$ cat src/rtl/core/afn_pkg.sv
// Package for the Latin accent fold normalizer: shared types, widths and the
// accent fold table for code points C0..17F. No dependencies.
`timescale 1ns / 1ps
package afn_pkg;

    localparam int CP_W     = 21;
    localparam int BYTE_W   = 8;
    localparam int CNT_W    = 3;
    localparam int LUT_W    = 9;
    localparam int LUT_IDX_W = 8;
    localparam int S_DATA_W = 24;
    localparam int M_DATA_W = 40;

    localparam logic [CP_W-1:0]   FOLD_LO   = 21'h0000C0;
    localparam logic [CP_W-1:0]   FOLD_HI   = 21'h00017F;
    localparam logic [BYTE_W-1:0] CHR_A     = 8'h61;
    localparam logic [BYTE_W-1:0] CHR_E     = 8'h65;
    localparam logic [BYTE_W-1:0] CHR_I     = 8'h69;
    localparam logic [BYTE_W-1:0] CHR_J     = 8'h6A;
    localparam logic [BYTE_W-1:0] CHR_O     = 8'h6F;
    localparam logic [BYTE_W-1:0] CHR_S     = 8'h73;
    localparam logic [CNT_W-1:0]  CNT_ONE   = 3'd1;
    localparam logic [CNT_W-1:0]  CNT_TWO   = 3'd2;
    localparam logic [CNT_W-1:0]  CNT_THREE = 3'd3;
    localparam logic [CNT_W-1:0]  CNT_FOUR  = 3'd4;

    typedef struct packed {
        logic              is_pair;
        logic [BYTE_W-1:0] byte_a;
        logic [BYTE_W-1:0] byte_b;
        logic [CP_W-1:0]   ch;
    } fold_t;

    localparam logic [LUT_W-1:0] FOLD_LUT [192] = '{
        9'h041, 9'h041, 9'h041, 9'h041, 9'h041, 9'h041, 9'h0C6, 9'h043,
        9'h045, 9'h045, 9'h045, 9'h045, 9'h049, 9'h049, 9'h049, 9'h049,
        9'h0D0, 9'h04E, 9'h04F, 9'h04F, 9'h04F, 9'h04F, 9'h04F, 9'h0D7,
        9'h04F, 9'h055, 9'h055, 9'h055, 9'h055, 9'h059, 9'h0DE, 9'h0DF,
        9'h061, 9'h061, 9'h061, 9'h061, 9'h061, 9'h061, 9'h0E6, 9'h063,
        9'h065, 9'h065, 9'h065, 9'h065, 9'h069, 9'h069, 9'h069, 9'h069,
        9'h0F0, 9'h06E, 9'h06F, 9'h06F, 9'h06F, 9'h06F, 9'h06F, 9'h0F7,
        9'h06F, 9'h075, 9'h075, 9'h075, 9'h075, 9'h079, 9'h0FE, 9'h079,
        9'h041, 9'h061, 9'h041, 9'h061, 9'h041, 9'h061, 9'h043, 9'h063,
        9'h043, 9'h063, 9'h043, 9'h063, 9'h043, 9'h063, 9'h044, 9'h064,
        9'h110, 9'h111, 9'h045, 9'h065, 9'h045, 9'h065, 9'h045, 9'h065,
        9'h045, 9'h065, 9'h045, 9'h065, 9'h047, 9'h067, 9'h047, 9'h067,
        9'h047, 9'h067, 9'h047, 9'h067, 9'h048, 9'h068, 9'h126, 9'h127,
        9'h049, 9'h069, 9'h049, 9'h069, 9'h049, 9'h069, 9'h049, 9'h069,
        9'h049, 9'h069, 9'h132, 9'h133, 9'h04A, 9'h06A, 9'h04B, 9'h06B,
        9'h138, 9'h04C, 9'h06C, 9'h04C, 9'h06C, 9'h04C, 9'h06C, 9'h04C,
        9'h06C, 9'h141, 9'h142, 9'h04E, 9'h06E, 9'h04E, 9'h06E, 9'h04E,
        9'h06E, 9'h06E, 9'h14A, 9'h14B, 9'h04F, 9'h06F, 9'h04F, 9'h06F,
        9'h04F, 9'h06F, 9'h152, 9'h153, 9'h052, 9'h072, 9'h052, 9'h072,
        9'h052, 9'h072, 9'h053, 9'h073, 9'h053, 9'h073, 9'h053, 9'h073,
        9'h053, 9'h073, 9'h054, 9'h074, 9'h054, 9'h074, 9'h166, 9'h167,
        9'h055, 9'h075, 9'h055, 9'h075, 9'h055, 9'h075, 9'h055, 9'h075,
        9'h055, 9'h075, 9'h055, 9'h075, 9'h057, 9'h077, 9'h059, 9'h079,
        9'h059, 9'h05A, 9'h07A, 9'h05A, 9'h07A, 9'h05A, 9'h07A, 9'h073
    };

endpackage

$ cat src/rtl/core/afn_fold.sv
// Stage 1: umlaut expansion, sharp s and ligature pairs, accent fold lookup.
// Depends on afn_pkg.
`timescale 1ns / 1ps
module afn_fold (
    input  logic                   aclk,
    input  logic                   aresetn,
    input  logic                   german_mode,
    input  logic                   in_valid,
    output logic                   in_ready,
    input  logic [afn_pkg::CP_W-1:0] code_point,
    output logic                   out_valid,
    input  logic                   out_ready,
    output afn_pkg::fold_t         out_data
);
    import afn_pkg::*;

    logic                 valid_reg;
    fold_t                data_reg;
    fold_t                data_next;
    logic [CP_W-1:0]      low;
    logic                 umlaut;
    logic [LUT_W-1:0]     base;
    logic [LUT_W-1:0]     lut_off;
    logic [LUT_W-1:0]     umlaut_off;

    assign low        = code_point | 21'h000020;
    assign umlaut_off = low[LUT_W-1:0] - FOLD_LO[LUT_W-1:0];
    assign lut_off    = code_point[LUT_W-1:0] - FOLD_LO[LUT_W-1:0];
    assign base       = FOLD_LUT[umlaut_off[LUT_IDX_W-1:0]] | 9'h020;

    always_comb begin
        umlaut = german_mode &&
                 (code_point == 21'h0000C4 || code_point == 21'h0000CB ||
                  code_point == 21'h0000CF || code_point == 21'h0000D6 ||
                  code_point == 21'h0000DC || code_point == 21'h0000E4 ||
                  code_point == 21'h0000EB || code_point == 21'h0000EF ||
                  code_point == 21'h0000F6 || code_point == 21'h0000FC);
        data_next.is_pair = 1'b1;
        data_next.byte_a  = '0;
        data_next.byte_b  = '0;
        data_next.ch      = code_point;
        if (umlaut) begin
            data_next.byte_a = base[BYTE_W-1:0];
            data_next.byte_b = CHR_E;
        end else if (code_point == 21'h0000DF) begin
            data_next.byte_a = CHR_S;
            data_next.byte_b = CHR_S;
        end else if (code_point == 21'h0000C6 || code_point == 21'h0000E6) begin
            data_next.byte_a = CHR_A;
            data_next.byte_b = CHR_E;
        end else if (code_point == 21'h000132 || code_point == 21'h000133) begin
            data_next.byte_a = CHR_I;
            data_next.byte_b = CHR_J;
        end else if (code_point == 21'h000152 || code_point == 21'h000153) begin
            data_next.byte_a = CHR_O;
            data_next.byte_b = CHR_E;
        end else begin
            data_next.is_pair = 1'b0;
            if (code_point >= FOLD_LO && code_point <= FOLD_HI) begin
                data_next.ch = {{(CP_W-LUT_W){1'b0}}, FOLD_LUT[lut_off[LUT_IDX_W-1:0]]};
            end
        end
    end

    assign in_ready  = !valid_reg || out_ready;
    assign out_valid = valid_reg;
    assign out_data  = data_reg;

    always_ff @(posedge aclk) begin
        if (!aresetn) begin
            valid_reg <= 1'b0;
        end else if (in_ready) begin
            valid_reg <= in_valid;
        end
    end

    always_ff @(posedge aclk) begin
        if (in_ready && in_valid) begin
            data_reg <= data_next;
        end
    end

endmodule

$ cat src/rtl/core/afn_case.sv
// Stage 2: lowercasing of the folded code point.
// Depends on afn_pkg.
`timescale 1ns / 1ps
module afn_case (
    input  logic           aclk,
    input  logic           aresetn,
    input  logic           in_valid,
    output logic           in_ready,
    input  afn_pkg::fold_t in_data,
    output logic           out_valid,
    input  logic           out_ready,
    output afn_pkg::fold_t out_data
);
    import afn_pkg::*;

    logic  valid_reg;
    fold_t data_reg;
    fold_t data_next;

    always_comb begin
        data_next = in_data;
        if (!in_data.is_pair) begin
            if ((in_data.ch >= 21'h000041 && in_data.ch <= 21'h00005A) ||
                in_data.ch == 21'h0000D0 || in_data.ch == 21'h0000DE) begin
                data_next.ch = in_data.ch | 21'h000020;
            end else if (in_data.ch == 21'h000110 || in_data.ch == 21'h000126 ||
                         in_data.ch == 21'h000141 || in_data.ch == 21'h000166) begin
                data_next.ch = in_data.ch + 21'd1;
            end
        end
    end

    assign in_ready  = !valid_reg || out_ready;
    assign out_valid = valid_reg;
    assign out_data  = data_reg;

    always_ff @(posedge aclk) begin
        if (!aresetn) begin
            valid_reg <= 1'b0;
        end else if (in_ready) begin
            valid_reg <= in_valid;
        end
    end

    always_ff @(posedge aclk) begin
        if (in_ready && in_valid) begin
            data_reg <= data_next;
        end
    end

endmodule

$ cat src/rtl/core/afn_enc.sv
// Stage 3: UTF-8 encoding into four bytes and a count; output register.
// Depends on afn_pkg.
`timescale 1ns / 1ps
module afn_enc (
    input  logic                         aclk,
    input  logic                         aresetn,
    input  logic                         in_valid,
    output logic                         in_ready,
    input  afn_pkg::fold_t               in_data,
    output logic                         out_valid,
    input  logic                         out_ready,
    output logic [afn_pkg::M_DATA_W-1:0] out_data
);
    import afn_pkg::*;

    logic                valid_reg;
    logic [M_DATA_W-1:0] data_reg;
    logic [M_DATA_W-1:0] data_next;
    logic [BYTE_W-1:0]   b0, b1, b2, b3;
    logic [CNT_W-1:0]    cnt;
    logic [CP_W-1:0]     c;

    assign c = in_data.ch;

    always_comb begin
        b1  = '0;
        b2  = '0;
        b3  = '0;
        if (in_data.is_pair) begin
            b0  = in_data.byte_a;
            b1  = in_data.byte_b;
            cnt = CNT_TWO;
        end else if (c < 21'h000080) begin
            b0  = {1'b0, c[6:0]};
            cnt = CNT_ONE;
        end else if (c < 21'h000800) begin
            b0  = {3'b110, c[10:6]};
            b1  = {2'b10, c[5:0]};
            cnt = CNT_TWO;
        end else if (c < 21'h010000) begin
            b0  = {4'b1110, c[15:12]};
            b1  = {2'b10, c[11:6]};
            b2  = {2'b10, c[5:0]};
            cnt = CNT_THREE;
        end else begin
            b0  = {5'b11110, c[20:18]};
            b1  = {2'b10, c[17:12]};
            b2  = {2'b10, c[11:6]};
            b3  = {2'b10, c[5:0]};
            cnt = CNT_FOUR;
        end
        data_next = {5'b0, cnt, b3, b2, b1, b0};
    end

    assign in_ready  = !valid_reg || out_ready;
    assign out_valid = valid_reg;
    assign out_data  = data_reg;

    always_ff @(posedge aclk) begin
        if (!aresetn) begin
            valid_reg <= 1'b0;
        end else if (in_ready) begin
            valid_reg <= in_valid;
        end
    end

    always_ff @(posedge aclk) begin
        if (in_ready && in_valid) begin
            data_reg <= data_next;
        end
    end

endmodule

$ cat src/rtl/core/latin_accent_fold_normalizer.sv
// Latin accent fold normalizer: code point in, normalized UTF-8 bytes out.
// Depends on afn_pkg, afn_fold, afn_case, afn_enc.
//
// Usage:
//   Input words on s_tvalid/s_tready/s_tdata carry one code point each.
//   Output words on m_tvalid/m_tready/m_tdata carry one to four UTF-8 bytes
//   and a byte count; unused bytes are zero. One output word per input word,
//   in order.
//   cfg_wr_en/cfg_wr_data write german_mode; write it only while the block is
//   empty. It reads 0 after reset.
//   Words pass through the fold, lowercase and encode stages, each registered,
//   to m_tvalid. Throughput is one word per cycle while m_tready is high.
//   Each stage holds its word while the next one is full; ready ripples back
//   per stage, so bubbles are squeezed out and a stalled receiver only stops
//   input once all three stages are full. Nothing is dropped or repeated.
//   Reset (aresetn low, synchronous) empties the pipeline and clears
//   german_mode.
`timescale 1ns / 1ps
module latin_accent_fold_normalizer (
    input  logic                         aclk,
    input  logic                         aresetn,
    input  logic                         cfg_wr_en,
    input  logic                         cfg_wr_data,
    input  logic                         s_tvalid,
    output logic                         s_tready,
    input  logic [afn_pkg::S_DATA_W-1:0] s_tdata,  // [20:0] code_point
    output logic                         m_tvalid,
    input  logic                         m_tready,
    output logic [afn_pkg::M_DATA_W-1:0] m_tdata   // out_byte0..3, byte_count
);
    import afn_pkg::*;

    logic  german_mode_reg;
    logic  fold_valid, fold_ready;
    fold_t fold_data;
    logic  case_valid, case_ready;
    fold_t case_data;

    always_ff @(posedge aclk) begin
        if (!aresetn) begin
            german_mode_reg <= 1'b0;
        end else if (cfg_wr_en) begin
            german_mode_reg <= cfg_wr_data;
        end
    end

    afn_fold u_fold (
        .aclk        (aclk),
        .aresetn     (aresetn),
        .german_mode (german_mode_reg),
        .in_valid    (s_tvalid),
        .in_ready    (s_tready),
        .code_point  (s_tdata[CP_W-1:0]),
        .out_valid   (fold_valid),
        .out_ready   (fold_ready),
        .out_data    (fold_data)
    );

    afn_case u_case (
        .aclk      (aclk),
        .aresetn   (aresetn),
        .in_valid  (fold_valid),
        .in_ready  (fold_ready),
        .in_data   (fold_data),
        .out_valid (case_valid),
        .out_ready (case_ready),
        .out_data  (case_data)
    );

    afn_enc u_enc (
        .aclk      (aclk),
        .aresetn   (aresetn),
        .in_valid  (case_valid),
        .in_ready  (case_ready),
        .in_data   (case_data),
        .out_valid (m_tvalid),
        .out_ready (m_tready),
        .out_data  (m_tdata)
    );

endmodule

$ cat config.mk
export PLATFORM = sky130hd
export DESIGN_NAME = latin_accent_fold_normalizer
export DESIGN_NICKNAME = d
export VERILOG_FILES = /design/src/rtl/core/afn_pkg.sv /design/src/rtl/core/afn_fold.sv /design/src/rtl/core/afn_case.sv /design/src/rtl/core/afn_enc.sv /design/src/rtl/core/latin_accent_fold_normalizer.sv
export SDC_FILE = /design/constraint.sdc
export NUM_CORES = 1
export LEC_CHECK = 0
export BUFFER_PORTS_ARGS = -buffer_cell sky130_fd_sc_hd__buf_4
export CORE_MARGIN = 2
export CORE_UTILIZATION = 59
export CTS_CLUSTER_DIAMETER = 120
export CTS_CLUSTER_SIZE = 40
export DETAILED_ROUTE_END_ITERATION = 10
export GPL_TIMING_DRIVEN = 0
export PLACE_DENSITY = 0.81
export SYNTH_ARGS = -nofsm -noshare
export SYNTH_HDL_FRONTEND = slang
export SYNTH_SLANG_ARGS = --single-unit
export TNS_END_PERCENT = 50
$ cat constraint.sdc
create_clock -name aclk -period 4.6 [get_ports aclk]
set_clock_uncertainty 0.05 [all_clocks]
set_input_delay 0.92 -clock aclk [delete_from_list [all_inputs] [get_ports aclk]]
set_output_delay 0.92 -clock aclk [all_outputs]
set_load 0.03 [all_outputs]
==> reports/metrics.cfg <==
[run_status]
status = complete, no violations

[clock_network]
clkTransAtPathRegs_ns = 0.09
ctsHoldBuffers = 0
tritoncts = built
clockBufferDepth = 2
ctsHtreeMaxLevel = 3
clkSinkCount = 104
clkLatencyLatePin_ns = 0.36
cts_buffers = 9
cts_setup_buffers = 0
clk_root_buffer_cell = clkbuf_8
cts_resized = 0

[drt]
postRouteAntennaNets = 0
totalWireLength_um = 14500
dr.pass1.iters = 4
via_per_inst = 5.98
num_vias = 4638
wire_per_inst_um = 18.7
drtIter0Drc = 251
route.detailed.drc = 0

[floorplanning]
dieArea_um2 = 10700
io-pin-count = 72
die_y_um = 103
core.rowCount = 36
core-area_um2 = 9680
floorplan.initialDensity_pct = 60.3
chipWidth_um = 103

[logic_synthesis]
synth-edff-count = 100
synth-seq-cells = 104
synthArstFlopShare_pct = 0
dominantRegCellSynth = edfxtp_1
ys_types = 73
yosys-top-cells-area = edfxtp_1 (51%), ha_1 (4.1%), a21oi_1 (3.9%)
synth_top_cell_by_area = edfxtp_1
yosysTopAreaCellShare_pct = 51.5
ys_seq_area_share_pct = 52.8
avgSynthCellArea_um2 = 10.5
ys_warn_count = 0
netlist_area_um2 = 5840
syn_inst = 557

[place]
hpwl_um = 11300
io_buffer_count = 60
place.gp.congestion = 0.988
dp_cells = 759

[setup_path]
start_kind = primary input
crit_required_ns = 4.71
path_max_fanout = 10
crit_path_end_kind = register
path_class = in -> reg
cp_data_arrival_time_ns = 4.05

[global_routing]
antenna_found_initial = 0
grt_pass1_wl_um = 22800
grt_max_degree = 35
grt_pass1_vias = 4497
grt_overflow = 0
grt_usage_pct = 28.5

[timing]
setup_viol = 0
hold_viol = 0
fin_crit_ns = 3.94
rsz0062_at_grt = no
worst_pin_slew_ns = 0.678
final_max_slew_viol_count = 0
slew_headroom_pct = 54.3
fmax_ghz = 0.254
finalCritPeriodShare_pct = 85.7

[worst_hold_path]
worstHoldPathType = reg -> reg

[run]
max-cap-violations = 0

[layout]
area_growth_pct = 16.1
antenna_cells = 0
drive_gt1_share_pct = 17.8
nets = 686
post-route-util_pct = 70.0
finalNonFillerCells = 775

[power]
leakage_nw = 2.52
vdd_drop_max_uv = 154
p_per_area_nw_per_um2 = 296

==> power by group <==
group / switching [mW] / internal (mW) / total, mW / leakage [nW]
Combinational: 0.181 / 0.111 / 0.292 / 1.42
Sequential: 0.0281 / 1.09 / 1.11 / 0.985
Clock: 0.293 / 0.310 / 0.602 / 0.107
Total: 0.502 / 1.51 / 2.01 / 2.52
==> cell usage after synthesis (all sizes together) (5+ instances only) <==
cell and n:
nor2 36, nand2b 13, nor4 6, buf 12
inv 19, a31oi 7, nor2b 9, o211ai 5
nand3 8, mux2i 10, a211oi 8, and2 12
or4 6, o21ai 31, a22o 5, nand2 48
nor3 11, o21bai 5, a21oi 46, ha 19
edfxtp 100, clkbuf 54
==> layout by cell type, fill, tap and decap left out, drive strengths merged, types with 11 or more instances in the layout <==
master	n
a21oi	46
and2	12
buf	75
clkbuf	64
edfxtp	100
ha	19
inv	21
nand2	48
nand2b	13
nor2	36
nor3	11
o21ai	31
==> metal layers <==
metal / track usage (%) / vias up / wire (um)
met2: 50.5 / 253 / 7420
met1: 31.7 / 2121 / 5270
met4: 19.8 / 0 / 924
li1: - / 2192 / -
met5: 0 / - / 0
met3: 3.43 / 72 / 856
==> worst max-delay path, stage by stage <==
cell,delay (ns)
buf_4,0.14
clkdlybuf4s50_2,0.57
inv_1,0.22
ha_1,0.18
clkbuf_1,0.41
or4bb_2,0.65
nor2_1,0.26
a21oi_1,0.16
and3b_1,0.26
a41oi_1,0.26
==> cell type report <==
| class | instances | area, um^2 |
|---|---|---|
| well taps | 133 | 166 |
| multi-input cells | 371 | 2420 |
| clock buffers | 10 | 128 |
| clock inverters | 6 | 90.1 |
| inverters | 20 | 75.1 |
| fillers | 747 | 2910 |
| plain buffers | 68 | 307 |
| flip-flops and latches | 104 | 3080 |
| repair buffers | 63 | 505 |
==> kinds of logic (layout without fill, tap and decap cells) <==
| logic type | Yosys count | count (layout) | synth area share (%) |
|---|---|---|---|
| XOR/XNOR | 3 | 3 | 0.450 |
| multiplexers | 14 | 14 | 2.68 |
| buffers and inverters | 88 | 167 | 6.54 |
| flip-flops | 104 | 104 | 52.8 |
| AND/OR/NAND/NOR | 171 | 171 | 15.5 |
| other | 1 | 7 | 0.0643 |
| adder cells (fa/ha/maj) | 19 | 19 | 4.07 |
| AO/OA/AOI/OAI | 157 | 157 | 17.9 |
==> metrics by stage <==
step	power (mW)	setup TNS (ns)	setup slack (ns)	hold slack, ns	area (um^2)
4_1_cts	2.01	0	0.719	0.372	6780
3_5_place_dp	1.42	0	0.358	0.355	6560
2_1_floorplan	1.32	0	0.545	0.350	5860
5_1_grt	2.07	0	0.509	0.381	6780
6_report	2.01	0	0.659	0.368	6780
3_3_place_gp	1.41	-10.66	-0.316	0.355	6470
==> path summary, 6_finish.rpt <==
kind                  startpoint                   to  slack [ns]  depth (start not counted)
min reg2reg  u_fold.out_data[24]  u_case.out_data[24]        0.37                          0
min          u_fold.out_data[24]  u_case.out_data[24]        0.37                          0
max                   s_tdata[0]  u_fold.out_data[29]        0.66                         10
max reg2reg  u_case.out_data[20]    u_enc.out_data[8]        2.01                          7
(Power assumes the default switching activity.)
